<file path="config.mk">
export PLATFORM = sky130hd
export DESIGN_NAME = lrm_queue
export DESIGN_NICKNAME = d
export VERILOG_FILES = /design/src/hw/rtl/lrm_pkg.sv /design/src/hw/rtl/lrm_queue.sv
export SDC_FILE = /design/constraint.sdc
export NUM_CORES = 1
export LEC_CHECK = 0
export ABC_AREA = 1
export CAP_MARGIN = 20
export CORE_MARGIN = 10
export CORE_UTILIZATION = 62
export CTS_CLUSTER_DIAMETER = 200
export DETAILED_ROUTE_END_ITERATION = 10
export DONT_BUFFER_PORTS = 1
export PLACE_DENSITY = 0.83
export SYNTH_ARGS = -nofsm -noshare
export SYNTH_HDL_FRONTEND = slang
export SYNTH_SLANG_ARGS = --single-unit
</file>
<file path="constraint.sdc">
create_clock -name clk -period 8.6 [get_ports clk]
set_input_delay 0.43 -clock clk [delete_from_list [all_inputs] [get_ports clk]]
set_output_delay 0.43 -clock clk [all_outputs]
set_load 0.05 [all_outputs]
</file>
<file path="src/hw/rtl/lrm_pkg.sv">
`default_nettype none
// ============================================================================
// lrm_pkg
// Shared types, codes and widths of the line pattern matcher.
// ============================================================================
package lrm_pkg;

    localparam int PATTERN_MAX_DEFAULT = 32;
    localparam int QUEUE_DEPTH         = 2;

    localparam int MODE_W    = 2;
    localparam int INDEX_W   = 5;
    localparam int KIND_W    = 3;
    localparam int CHAR_W    = 8;
    localparam int QUANT_W   = 2;
    localparam int QUARTER_W = 2;
    localparam int CLASS_W   = 64;
    localparam int BYTE_W    = 8;
    localparam int LEN_W     = 6;

    localparam int CLASS_QUARTERS = 4;
    localparam int BIT_SEL_W      = 6;

    localparam int PADDR_W = 3;
    localparam int PDATA_W = 32;

    typedef enum logic [MODE_W-1:0] {
        MODE_ELEM  = 2'd0,
        MODE_CLASS = 2'd1,
        MODE_BYTE  = 2'd2,
        MODE_EOL   = 2'd3
    } mode_t;

    typedef enum logic [KIND_W-1:0] {
        KIND_LITERAL  = 3'd0,
        KIND_ANY      = 3'd1,
        KIND_CLASS    = 3'd2,
        KIND_INVCLASS = 3'd3,
        KIND_NEVER    = 3'd4,
        KIND_END      = 3'd5
    } kind_t;

    typedef enum logic [QUANT_W-1:0] {
        Q_ONCE = 2'd0,
        Q_STAR = 2'd1,
        Q_PLUS = 2'd2,
        Q_OPT  = 2'd3
    } quant_t;

    typedef enum logic [PADDR_W-3:0] {
        REG_PATTERN_LENGTH = 1'd0,
        REG_ANCHORED_START = 1'd1
    } reg_index_t;

endpackage : lrm_pkg
`default_nettype wire

</file>
<file path="src/hw/rtl/lrm_queue.sv">
`default_nettype none
// ============================================================================
// lrm_queue
// Short register FIFO between the front end and the NFA back end.
// ============================================================================
module lrm_queue #(
    parameter int WIDTH = 164,
    parameter int DEPTH = lrm_pkg::QUEUE_DEPTH
) (
    input  wire logic             clk,
    input  wire logic             rst_n,
    input  wire logic             push,
    input  wire logic [WIDTH-1:0] push_data,
    output      logic             full,
    input  wire logic             pop,
    output      logic             not_empty,
    output      logic [WIDTH-1:0] head
);
    localparam int PTR_W = $clog2(DEPTH);
    localparam int CNT_W = $clog2(DEPTH + 1);

    logic [WIDTH-1:0] mem [DEPTH];
    logic [PTR_W-1:0] wr_ptr_reg, wr_ptr_next;
    logic [PTR_W-1:0] rd_ptr_reg, rd_ptr_next;
    logic [CNT_W-1:0] count_reg, count_next;

    assign full      = (count_reg == CNT_W'(DEPTH));
    assign not_empty = (count_reg != '0);
    assign head      = mem[rd_ptr_reg];

    always_comb
    begin
        wr_ptr_next = wr_ptr_reg;
        rd_ptr_next = rd_ptr_reg;
        count_next  = count_reg;
        if (push)
        begin
            wr_ptr_next = (wr_ptr_reg == PTR_W'(DEPTH - 1)) ? '0 : wr_ptr_reg + PTR_W'(1);
        end
        if (pop)
        begin
            rd_ptr_next = (rd_ptr_reg == PTR_W'(DEPTH - 1)) ? '0 : rd_ptr_reg + PTR_W'(1);
        end
        if (push && !pop)
        begin
            count_next = count_reg + CNT_W'(1);
        end
        else if (pop && !push)
        begin
            count_next = count_reg - CNT_W'(1);
        end
    end

    always_ff @(posedge clk or negedge rst_n)
    begin
        if (!rst_n)
        begin
            wr_ptr_reg <= '0;
            rd_ptr_reg <= '0;
            count_reg  <= '0;
        end
        else
        begin
            wr_ptr_reg <= wr_ptr_next;
            rd_ptr_reg <= rd_ptr_next;
            count_reg  <= count_next;
        end
    end

    always_ff @(posedge clk)
    begin
        if (push)
        begin
            mem[wr_ptr_reg] <= push_data;
        end
    end

`ifndef SYNTHESIS
    a_no_overflow: assert property (@(posedge clk) disable iff (!rst_n)
        !(push && full))
        else $error("queue written while full");
    a_no_underflow: assert property (@(posedge clk) disable iff (!rst_n)
        !(pop && !not_empty))
        else $error("queue read while empty");
`endif
endmodule : lrm_queue
`default_nettype wire

</file>
==> reports/metrics.cfg <==
[clock_network]
clockBufferDepth=3
h-tree-depth=2
cts_setup_buffers=0
root_buffer=clkbuf_16
cts.sinks=332
cts_inserted_buffers=34
path_clk_slew_ns=0.06
cts_tree=done
clock_latency_ns=0.49

[timing]
drv_slew=0
rsz0062_at_grt=false
final-setup-viol-count=0
finalClockSkew_ns=0.00928
max_freq_ghz=0.343
relSlewSlack_pct=35.9
min_period_over_period_pct=33.9
worstMarginPinSlew_ns=0.962
fin_tns_setup_ns=0
layout_min_cycle_time_ns=2.92
fin_hold_ws_ns=0.0269
hold_violations=0

[layout]
largest_reg_flops=328
fill_cells=1152
final_layout_size_suffix_gt1_share_pct=37.3
fin_util_pct=69.0
fin_nets=728
areaGrowthSynthToFinish_pct=10.3
seqCellArea_sq_um=9950
stdcell_area_sq_um=13300
multi_input_area_sq_um=1930

[power_and_ir_drop]
power_density_nw_per_um2=423
p_leak_nw=4.38
peakVddDrop_v=0.000272
power.total_mw=5.65

[critical_path]
end_kind=output pin
cp_num_buf_inv=1
cp_top_family=buffers and inverters
cp_cell_sequence=buf_4, mux2_2
slowest_stage=buf_4
cp_slowest_stage_delay_ns=0.75
critPathMaxFanout=73
start_kind=flip-flop
path_class=reg2out
crit_arrival_ns=2.49
critical_path_required_ns=8.17

[place]
io_buffers=0
dpl-instance-area_sq_um=12300
dp_hpwl_um=16900
gp_congestion=0.784

[routing]
ant_nets=0
routed_via_density=5.87
drtIter0Drc=227
drc_errors=0
avgRoutedWirePerCell_um=28.1
routed_wl_um=23900
vias=4992
drt-pass1-iter-count=4

[die]
core_area_sq_um=19300
ios=334
rows=51
die_x_um=160
die_area_sq_um=25500
die_h_um=160
start_util_pct=62.6

[synth]
synth_area_leaders=edfxtp_1, mux2_2, buf_6
ys_async_sr_fraction_pct=1.20
ys_seq_area_share_pct=82.2
synth_ff_type=edfxtp_1
synth_area_per_cell_sq_um=22.6
synth_top_area_share_pct=81.4
synth-seq-cells=332
yosysMostFrequentCell=edfxtp_1
yosys_warnings=0
syn_area_sq_um=12100
yosys-top-cells-count=edfxtp_1, mux2_2, buf_6
synth-edff-count=328
ys_types=13
synth_cells=535
syn_nets=704
netlist.top_cell.by_area=edfxtp_1

[min_path]
hold_path.class=in2reg

[global_route]
grt_pass1_wl_um=34800
grt_max_degree=99
antenna_found_initial=1
grt_pass1_vias=5469
grt_util_all_layers_pct=18.1
grt_overflow_total=0

[status]
status=finished clean

[flow_run]
max_cap_violations=0

[final cells by class]
cell class                 instances  share of cell area [%]
tap                              265                    2.48
sequential                       332                    74.6
multi-input combinational        178                    14.5
inverter                           7                   0.234
clock inverter                    16                   0.628
clock buffer                      45                    7.16
antenna                            2                  0.0375
timing repair buffer               6                   0.356
[final timing paths]
check	cells after the start	slack (ns)	from	to
worst max register to register	3	6.08	wr_ptr_reg	mem[1][56]
worst min-delay path	1	0.03	push	wr_ptr_reg
worst max-delay path	2	5.68	rd_ptr_reg	head[148]
min in group asynchronous	1	0.24	rst_n	rd_ptr_reg
worst min register to register	2	0.47	count_reg[1]	count_reg[1]
max in group asynchronous	1	8.14	rst_n	rd_ptr_reg
[placed cells by master (no fill, tap or decap)]
cell / n
edfxtp_1: 328
nand3_1: 1
clkinv_4: 2
nor2_1: 1
diode_2: 2
clkbuf_1: 8
clkinv_1: 7
inv_1: 6
mux2_2: 164
clkinv_2: 5
nand2_1: 6
nand4_1: 1
inv_6: 1
clkinvlp_4: 2
clkbuf_16: 37
buf_4: 5
dfrtp_4: 1
xor2_1: 2
nor2_4: 1
ha_1: 1
dlygate4sd3_1: 1
dfrtp_1: 3
xnor2_1: 1
[power by group]
| part | total (mW) | internal, mW | switching, mW | leakage, nW |
|---|---|---|---|---|
| clock network | 1.33 | 0.784 | 0.546 | 0.504 |
| registers | 2.24 | 2.15 | 0.0881 | 3.12 |
| logic | 2.08 | 0.397 | 1.68 | 0.748 |
| total | 5.65 | 3.33 | 2.31 | 4.38 |
[timing repair]
action	4_1_cts	5_1_grt
hold buffers	1	0
endpoints found under the hold margin	4	0
resized for setup	0	0
[metal layers]
metal | share of wire [%] | GRT usage, % | vias to the layer above | wire [um]
li1 | - | - | 2176 | -
met1 | 32 | 17.1 | 2511 | 7570
met2 | 51 | 30.5 | 267 | 12100
met3 | 16 | 13.1 | 38 | 3820
met4 | 1.8 | 4.80 | 0 | 423
met5 | 0 | 0 | - | 0
[through the flow]
stage	instances	setup slack, ns
CTS	849	5.67
finish	851	5.68
floorplan	535	0.580
global route	849	5.57
detailed placement	787	6.06
global placement	787	6.18
[kinds of logic after synthesis]
family                     count (synthesis)  share of synthesized area, %
DFF                                      332                          82.2
muxes                                    164                          15.3
buffers and inverters                     25                          1.84
and+or+nand+nor                           10                         0.341
xor gates and xnor gates                   3                         0.217
adders and majority gates                  1                         0.103
Note: power is estimated with default switching activity, not from simulation.
