### src/hw/rtl/lrm_pkg.sv
`default_nettype none
// ============================================================================
// lrm_pkg
// Shared types, codes and widths of the line pattern matcher.
// ============================================================================
package lrm_pkg;

    localparam int PATTERN_MAX_DEFAULT = 32;
    localparam int QUEUE_DEPTH         = 2;

    localparam int MODE_W    = 2;
    localparam int INDEX_W   = 5;
    localparam int KIND_W    = 3;
    localparam int CHAR_W    = 8;
    localparam int QUANT_W   = 2;
    localparam int QUARTER_W = 2;
    localparam int CLASS_W   = 64;
    localparam int BYTE_W    = 8;
    localparam int LEN_W     = 6;

    localparam int CLASS_QUARTERS = 4;
    localparam int BIT_SEL_W      = 6;

    localparam int PADDR_W = 3;
    localparam int PDATA_W = 32;

    typedef enum logic [MODE_W-1:0] {
        MODE_ELEM  = 2'd0,
        MODE_CLASS = 2'd1,
        MODE_BYTE  = 2'd2,
        MODE_EOL   = 2'd3
    } mode_t;

    typedef enum logic [KIND_W-1:0] {
        KIND_LITERAL  = 3'd0,
        KIND_ANY      = 3'd1,
        KIND_CLASS    = 3'd2,
        KIND_INVCLASS = 3'd3,
        KIND_NEVER    = 3'd4,
        KIND_END      = 3'd5
    } kind_t;

    typedef enum logic [QUANT_W-1:0] {
        Q_ONCE = 2'd0,
        Q_STAR = 2'd1,
        Q_PLUS = 2'd2,
        Q_OPT  = 2'd3
    } quant_t;

    typedef enum logic [PADDR_W-3:0] {
        REG_PATTERN_LENGTH = 1'd0,
        REG_ANCHORED_START = 1'd1
    } reg_index_t;

endpackage : lrm_pkg
`default_nettype wire

### src/hw/rtl/lrm_channels.sv
`default_nettype none


interface lrm_verdict_if;
    logic valid;
    logic ready;
    logic line_matched;

    modport source (output valid, line_matched, input ready);
    modport sink (input valid, line_matched, output ready);
endinterface : lrm_verdict_if
`default_nettype wire

### src/hw/rtl/lrm_back.sv
`default_nettype none
// ============================================================================
// lrm_back
// Bit-parallel NFA: start injection, skip closure, byte step and line verdict.
// ============================================================================
module lrm_back #(
    parameter int PATTERN_MAX = lrm_pkg::PATTERN_MAX_DEFAULT
) (
    input  wire logic                     clk,
    input  wire logic                     rst_n,
    input  wire logic                     anchored_start,
    input  wire logic                     q_not_empty,
    input  wire logic [5*PATTERN_MAX+3:0] q_head,
    output      logic                     q_pop,
    lrm_verdict_if.source                 verdict
);
    localparam int P = PATTERN_MAX;

    logic         eol;
    logic         end_anch;
    logic [P:0]   pos_live;
    logic [P:0]   pos_end;
    logic [P-1:0] skip;
    logic [P-1:0] stay;
    logic [P-1:0] adv;

    logic [P:0]   active_reg, active_next;
    logic         found_reg, found_next;
    logic         line_start_reg, line_start_next;
    logic         out_valid_reg, out_valid_next;
    logic         out_bit_reg;

    logic         out_free;
    logic [P:0]   a_in;
    logic [P-1:0] gen;
    logic [P-1:0] prop;
    logic [P-1:0] add_x;
    logic [P:0]   sum;
    logic [P:0]   reach;
    logic         hit_end;
    logic [P:0]   step;

    assign {eol, end_anch, pos_live, pos_end, skip, stay, adv} = q_head;

    assign out_free = ~out_valid_reg | verdict.ready;
    assign q_pop    = q_not_empty & (~eol | out_free);

    always_comb
    begin
        a_in = active_reg;
        if (!anchored_start || line_start_reg)
        begin
            a_in[0] = 1'b1;
        end
        a_in    = a_in & pos_live;
        gen     = a_in[P:1];
        prop    = skip & ~gen;
        add_x   = gen | prop;
        sum     = {1'b0, add_x} + {1'b0, gen} + (P + 1)'(a_in[0]);
        reach   = {sum[P], sum[P-1:0] ^ add_x ^ gen};
        hit_end = |(reach & pos_end);
        step    = {1'b0, stay & reach[P-1:0]} | {adv & reach[P-1:0], 1'b0};
    end

    always_comb
    begin
        active_next     = active_reg;
        found_next      = found_reg;
        line_start_next = line_start_reg;
        out_valid_next  = out_valid_reg & ~verdict.ready;
        if (q_pop)
        begin
            if (eol)
            begin
                active_next     = (P + 1)'(1);
                found_next      = 1'b0;
                line_start_next = 1'b1;
                out_valid_next  = 1'b1;
            end
            else
            begin
                active_next     = step;
                found_next      = found_reg | (~end_anch & hit_end);
                line_start_next = 1'b0;
            end
        end
    end

    always_ff @(posedge clk or negedge rst_n)
    begin
        if (!rst_n)
        begin
            active_reg     <= (P + 1)'(1);
            found_reg      <= 1'b0;
            line_start_reg <= 1'b1;
            out_valid_reg  <= 1'b0;
        end
        else
        begin
            active_reg     <= active_next;
            found_reg      <= found_next;
            line_start_reg <= line_start_next;
            out_valid_reg  <= out_valid_next;
        end
    end

    always_ff @(posedge clk)
    begin
        if (q_pop && eol)
        begin
            out_bit_reg <= found_reg | hit_end;
        end
    end

    assign verdict.valid        = out_valid_reg;
    assign verdict.line_matched = out_bit_reg;

`ifndef SYNTHESIS
    a_eol_gives_verdict: assert property (@(posedge clk) disable iff (!rst_n)
        (q_pop && eol) |=> verdict.valid)
        else $error("end of line without verdict");
    a_eol_rearms: assert property (@(posedge clk) disable iff (!rst_n)
        (q_pop && eol) |=> (active_reg == (P + 1)'(1) && !found_reg && line_start_reg))
        else $error("matcher not rearmed after end of line");
`endif
endmodule : lrm_back
`default_nettype wire

### src/flat_wrapper.sv
// flat-port wrapper written by rule: the top's interface ports become plain ports
module lrm_back_flat 
#(
    parameter int PATTERN_MAX = lrm_pkg::PATTERN_MAX_DEFAULT
)
  (clk, rst_n, anchored_start, q_not_empty, q_head, q_pop, verdict_valid, verdict_line_matched, verdict_ready);
  lrm_verdict_if verdict_i ();
  input  wire logic clk;
  input  wire logic rst_n;
  input  wire logic anchored_start;
  input  wire logic q_not_empty;
  input  wire logic [5*PATTERN_MAX+3:0] q_head;
  output      logic q_pop;
  output wire logic [$bits(verdict_i.valid)-1:0] verdict_valid;
  output wire logic [$bits(verdict_i.line_matched)-1:0] verdict_line_matched;
  input wire logic [$bits(verdict_i.ready)-1:0] verdict_ready;
  assign verdict_valid = verdict_i.valid;
  assign verdict_line_matched = verdict_i.line_matched;
  assign verdict_i.ready = verdict_ready;
  lrm_back #(.PATTERN_MAX(PATTERN_MAX)) u_core (.clk(clk), .rst_n(rst_n), .anchored_start(anchored_start), .q_not_empty(q_not_empty), .q_head(q_head), .q_pop(q_pop), .verdict(verdict_i));
endmodule
### config.mk
export PLATFORM = sky130hd
export DESIGN_NAME = lrm_back_flat
export DESIGN_NICKNAME = d
export VERILOG_FILES = /design/src/hw/rtl/lrm_pkg.sv /design/src/hw/rtl/lrm_channels.sv /design/src/hw/rtl/lrm_back.sv /design/src/flat_wrapper.sv
export SDC_FILE = /design/constraint.sdc
export NUM_CORES = 1
export LEC_CHECK = 0
export BUFFER_PORTS_ARGS = -buffer_cell sky130_fd_sc_hd__buf_2
export CORE_MARGIN = 3
export CORE_UTILIZATION = 47
export DETAILED_ROUTE_END_ITERATION = 12
export PLACE_DENSITY = 0.85
export SLEW_MARGIN = 20
export SYNTH_ARGS = -nofsm -noshare
export SYNTH_HDL_FRONTEND = slang
export SYNTH_SLANG_ARGS = --single-unit
### constraint.sdc
create_clock -name clk -period 4.4 [get_ports clk]
set_input_delay 0.88 -clock clk [delete_from_list [all_inputs] [get_ports clk]]
set_output_delay 0.88 -clock clk [all_outputs]
set_load 0.01 [all_outputs]
==> flow_summary.yaml <==
worst_setup_path:
  arrival_ns: 3.72
  rr_worst_depth: 14
  cp-end-kind: "flip-flop"
  critPathTopFamily: "compound AO/OA/AOI/OAI gates"
  setup.worst_path.class: "input pin to flip-flop"
  critPathRequiredTime_ns: 4.43
  crit_cells: 14
  path_max_fanout: 5
  cp-start-kind: "input pin"
  crit_path_end: "u_core.verdict.line_matched"
  crit_chain: "buf_2 > a21boi_0 > ha_1 > a21o_1 > ha_1 > a21o_2 > a31oi_2 > o21ai_2 > a31oi_1 > o21ai_0 > a311oi_1 > nand4_1 > a2111oi_4 > nand3_1"
  critPathSlowestCell: "a311oi_1"
  reg2reg_slack_ns: 0.95
  slowest_delay_ns: 0.35
  cp-startpoint: "q_head[64]"
  r2r-start: "u_core.line_start_reg"
  timing.rr.end: "u_core.verdict.line_matched"
  cp.buffers_inverters: 1
  crit_top_cell: "ha_1"
global_routing:
  grt_pass1_vias: 4477
  overflow: 0
  antenna_found_initial: 0
  grt_usage_pct: 31.76
  grt_pass1_wl_mm: 21.61
  grt_start_max_net_pins: 37
sta:
  final.setup.tns_ns: 0
  min_period_over_period_pct: 83.94
  fmax_mhz: 270.8
  tightest_slew_ns: 0.8734
  slew_viol_final: 0
  setup_violations: 0
  finClkSkew_ns: 0.008882
  slew_headroom_pct: 41.77
  rsz0062_at_grt: "no"
  period_minus_slack_ns: 3.693
  hold_viol: 0
logic_synthesis:
  synth-seq-cells: 37
  async_flop_share_pct: 97.30
  ys_seq_area_share_pct: 27.28
  yosys_warnings: 0
  syn_area_sq_um: 3422
  synth_enable_flop_cells: 1
  synth_area_leaders: "dfrtp_1, nand2_1, a22oi_1"
  syn_avg_cell_area_sq_um: 7.760
  ys_types: 64
  synth_fp_nets: 612
  synth_top_area_share_pct: 24.86
  synth_ff_type: "dfrtp_1"
  postSynthCellCount: 441
  synth_area_leader_cell: "dfrtp_1"
pwr:
  p_sw_share_pct: 33.30
  p_int_w: 0.0006037
  ir_drop_mv: 0.1425
  clkPwrFrac_pct: 28.9
  switching_power_w: 0.0003013
  seq_power_share_pct: 41.0
  pwr_density_cell_nw_per_um2: 202.0
  power_frac_comb_pct: 30.1
  leakage_nw: 2.073
die:
  initial_utilization_pct: 49.28
  core_region_area_sq_um: 6944
  io_pins: 172
  die_w_um: 91.33
  row_count: 30
  die_h_um: 91.33
  dieArea_sq_um: 8341
clock_tree:
  clockBufferDepth: 2
  post_cts_resized: 0
  cts_setup_buffers: 0
  insertion_delay_ns: 0.30
  cts_tree: "yes"
  cts.sinks: 37
  ctsHoldBuffers: 0
  path_clk_slew_ns: 0.08
  cts-root-buf: "clkbuf_8"
  ctsHtreeMaxLevel: 2
  cts_buffers: 5
cells_and_area:
  diodes: 0
  final_common_cell: "buf_2"
  final_cell_mix: "buf_2, nand2_1, o21ai_0"
  final_util_pct: 64.52
  num-fill-cells: 649
  final_nets: 786
  syn_to_final_growth_pct: 30.93
  largest_register_ffs: 33
  drive_gt1_share_pct: 33.44
flow_run:
  cap_violations: 0
place:
  dp_hpwl_mm: 11.15
  routabilityCongestion: 0.9671
  port_buffers: 171
run_status:
  status: "finished clean"
routing:
  detail_route.vias_per_cell: 6.407
  postRouteAntennaNets: 0
  post_drt_wl_per_cell_um: 19.09
  drt_first_pass_iters: 8
  drt_first_iter_violations: 407
  drc: 0
  finalWirelength_mm: 13.59
  vias: 4562
hold_path:
  hold_class: "flip-flop to flip-flop"
  hold_start: "u_core.line_start_reg"
[area by class of cell]
cell class	instances	area [sq um]	area share (%)
multi-input cells	386	2421	54.04
clock buffers	8	90.09	2.011
flip-flops and latches	37	933.4	20.83
repair buffers	173	870.8	19.44
inverters	12	45.04	1.005
well taps	96	120.1	2.681
[worst min path at each step]
stage / end / slack (ns) / cells past startpoint
after floorplan: u_core.line_start_reg / 0.44 / 2
after global placement: u_core.line_start_reg / 0.45 / 2
after detailed placement: u_core.line_start_reg / 0.48 / 2
after CTS: u_core.line_start_reg / 0.49 / 2
after global routing: u_core.line_start_reg / 0.50 / 2
final: u_core.line_start_reg / 0.49 / 2
[through the flow]
step | power, W | cell area (sq um) | cells | hold WS, ns | setup WS, ns
after floorplan | 0.0004964 | 3422 | 441 | 0.4393 | 0.8279
after CTS | 0.0008993 | 4481 | 712 | 0.4866 | 0.7717
final | 0.0009050 | 4481 | 712 | 0.4863 | 0.7066
after detailed placement | 0.0006422 | 4390 | 704 | 0.4763 | 0.4802
after global placement | 0.0006372 | 4390 | 704 | 0.4465 | 0.6064
after global routing | 0.0009501 | 4481 | 712 | 0.4980 | 0.5242
[Yosys cell counts, types with 9 or more instances]
library cell,count
a31oi_1,10
a32oi_1,9
dfrtp_1,34
nand4_1,15
o21ai_0,41
inv_1,12
nor2_1,31
a32o_1,17
a21oi_1,13
a21boi_0,20
a22oi_1,31
nand3_1,13
nand2_1,83
[per-layer routing]
layer,global-route usage [%],vias up,routed length [um]
li1,-,2108,-
met1,42.18,2111,5489
met2,53.03,312,6310
met3,5.800,31,1488
met4,8.417,0,305
met5,0,-,0
[power groups by stage]
stage | clock network (W) | logic (W) | registers (W)
2_1_floorplan | 0 | 0.000123 | 0.000374
3_3_place_gp | 0 | 0.000261 | 0.000376
3_5_place_dp | 0 | 0.000266 | 0.000376
4_1_cts | 0.000262 | 0.000267 | 0.000370
5_1_grt | 0.000280 | 0.000298 | 0.000372
6_report | 0.000262 | 0.000272 | 0.000371
[cell families after synthesis]
kind of cell / count (synthesis) / share of synthesized area [%]
AO/OA/AOI/OAI: 206 / 45.63
XOR/XNOR: 2 / 0.5120
buffers and inverters: 18 / 1.974
AND/OR/NAND/NOR: 176 / 23.88
adder cells (fa/ha/maj): 2 / 0.7311
flip-flops: 37 / 27.28
[worst reg2reg max path: cells and delay by family, from the launching register on]
kind	cells	cell delay [ns]
AO/OA/AOI/OAI	9	1.96
adder cells (fa/ha/maj)	2	0.41
flip-flops	1	0.38
AND/OR/NAND/NOR	3	0.44
(Power assumes the default switching activity.)
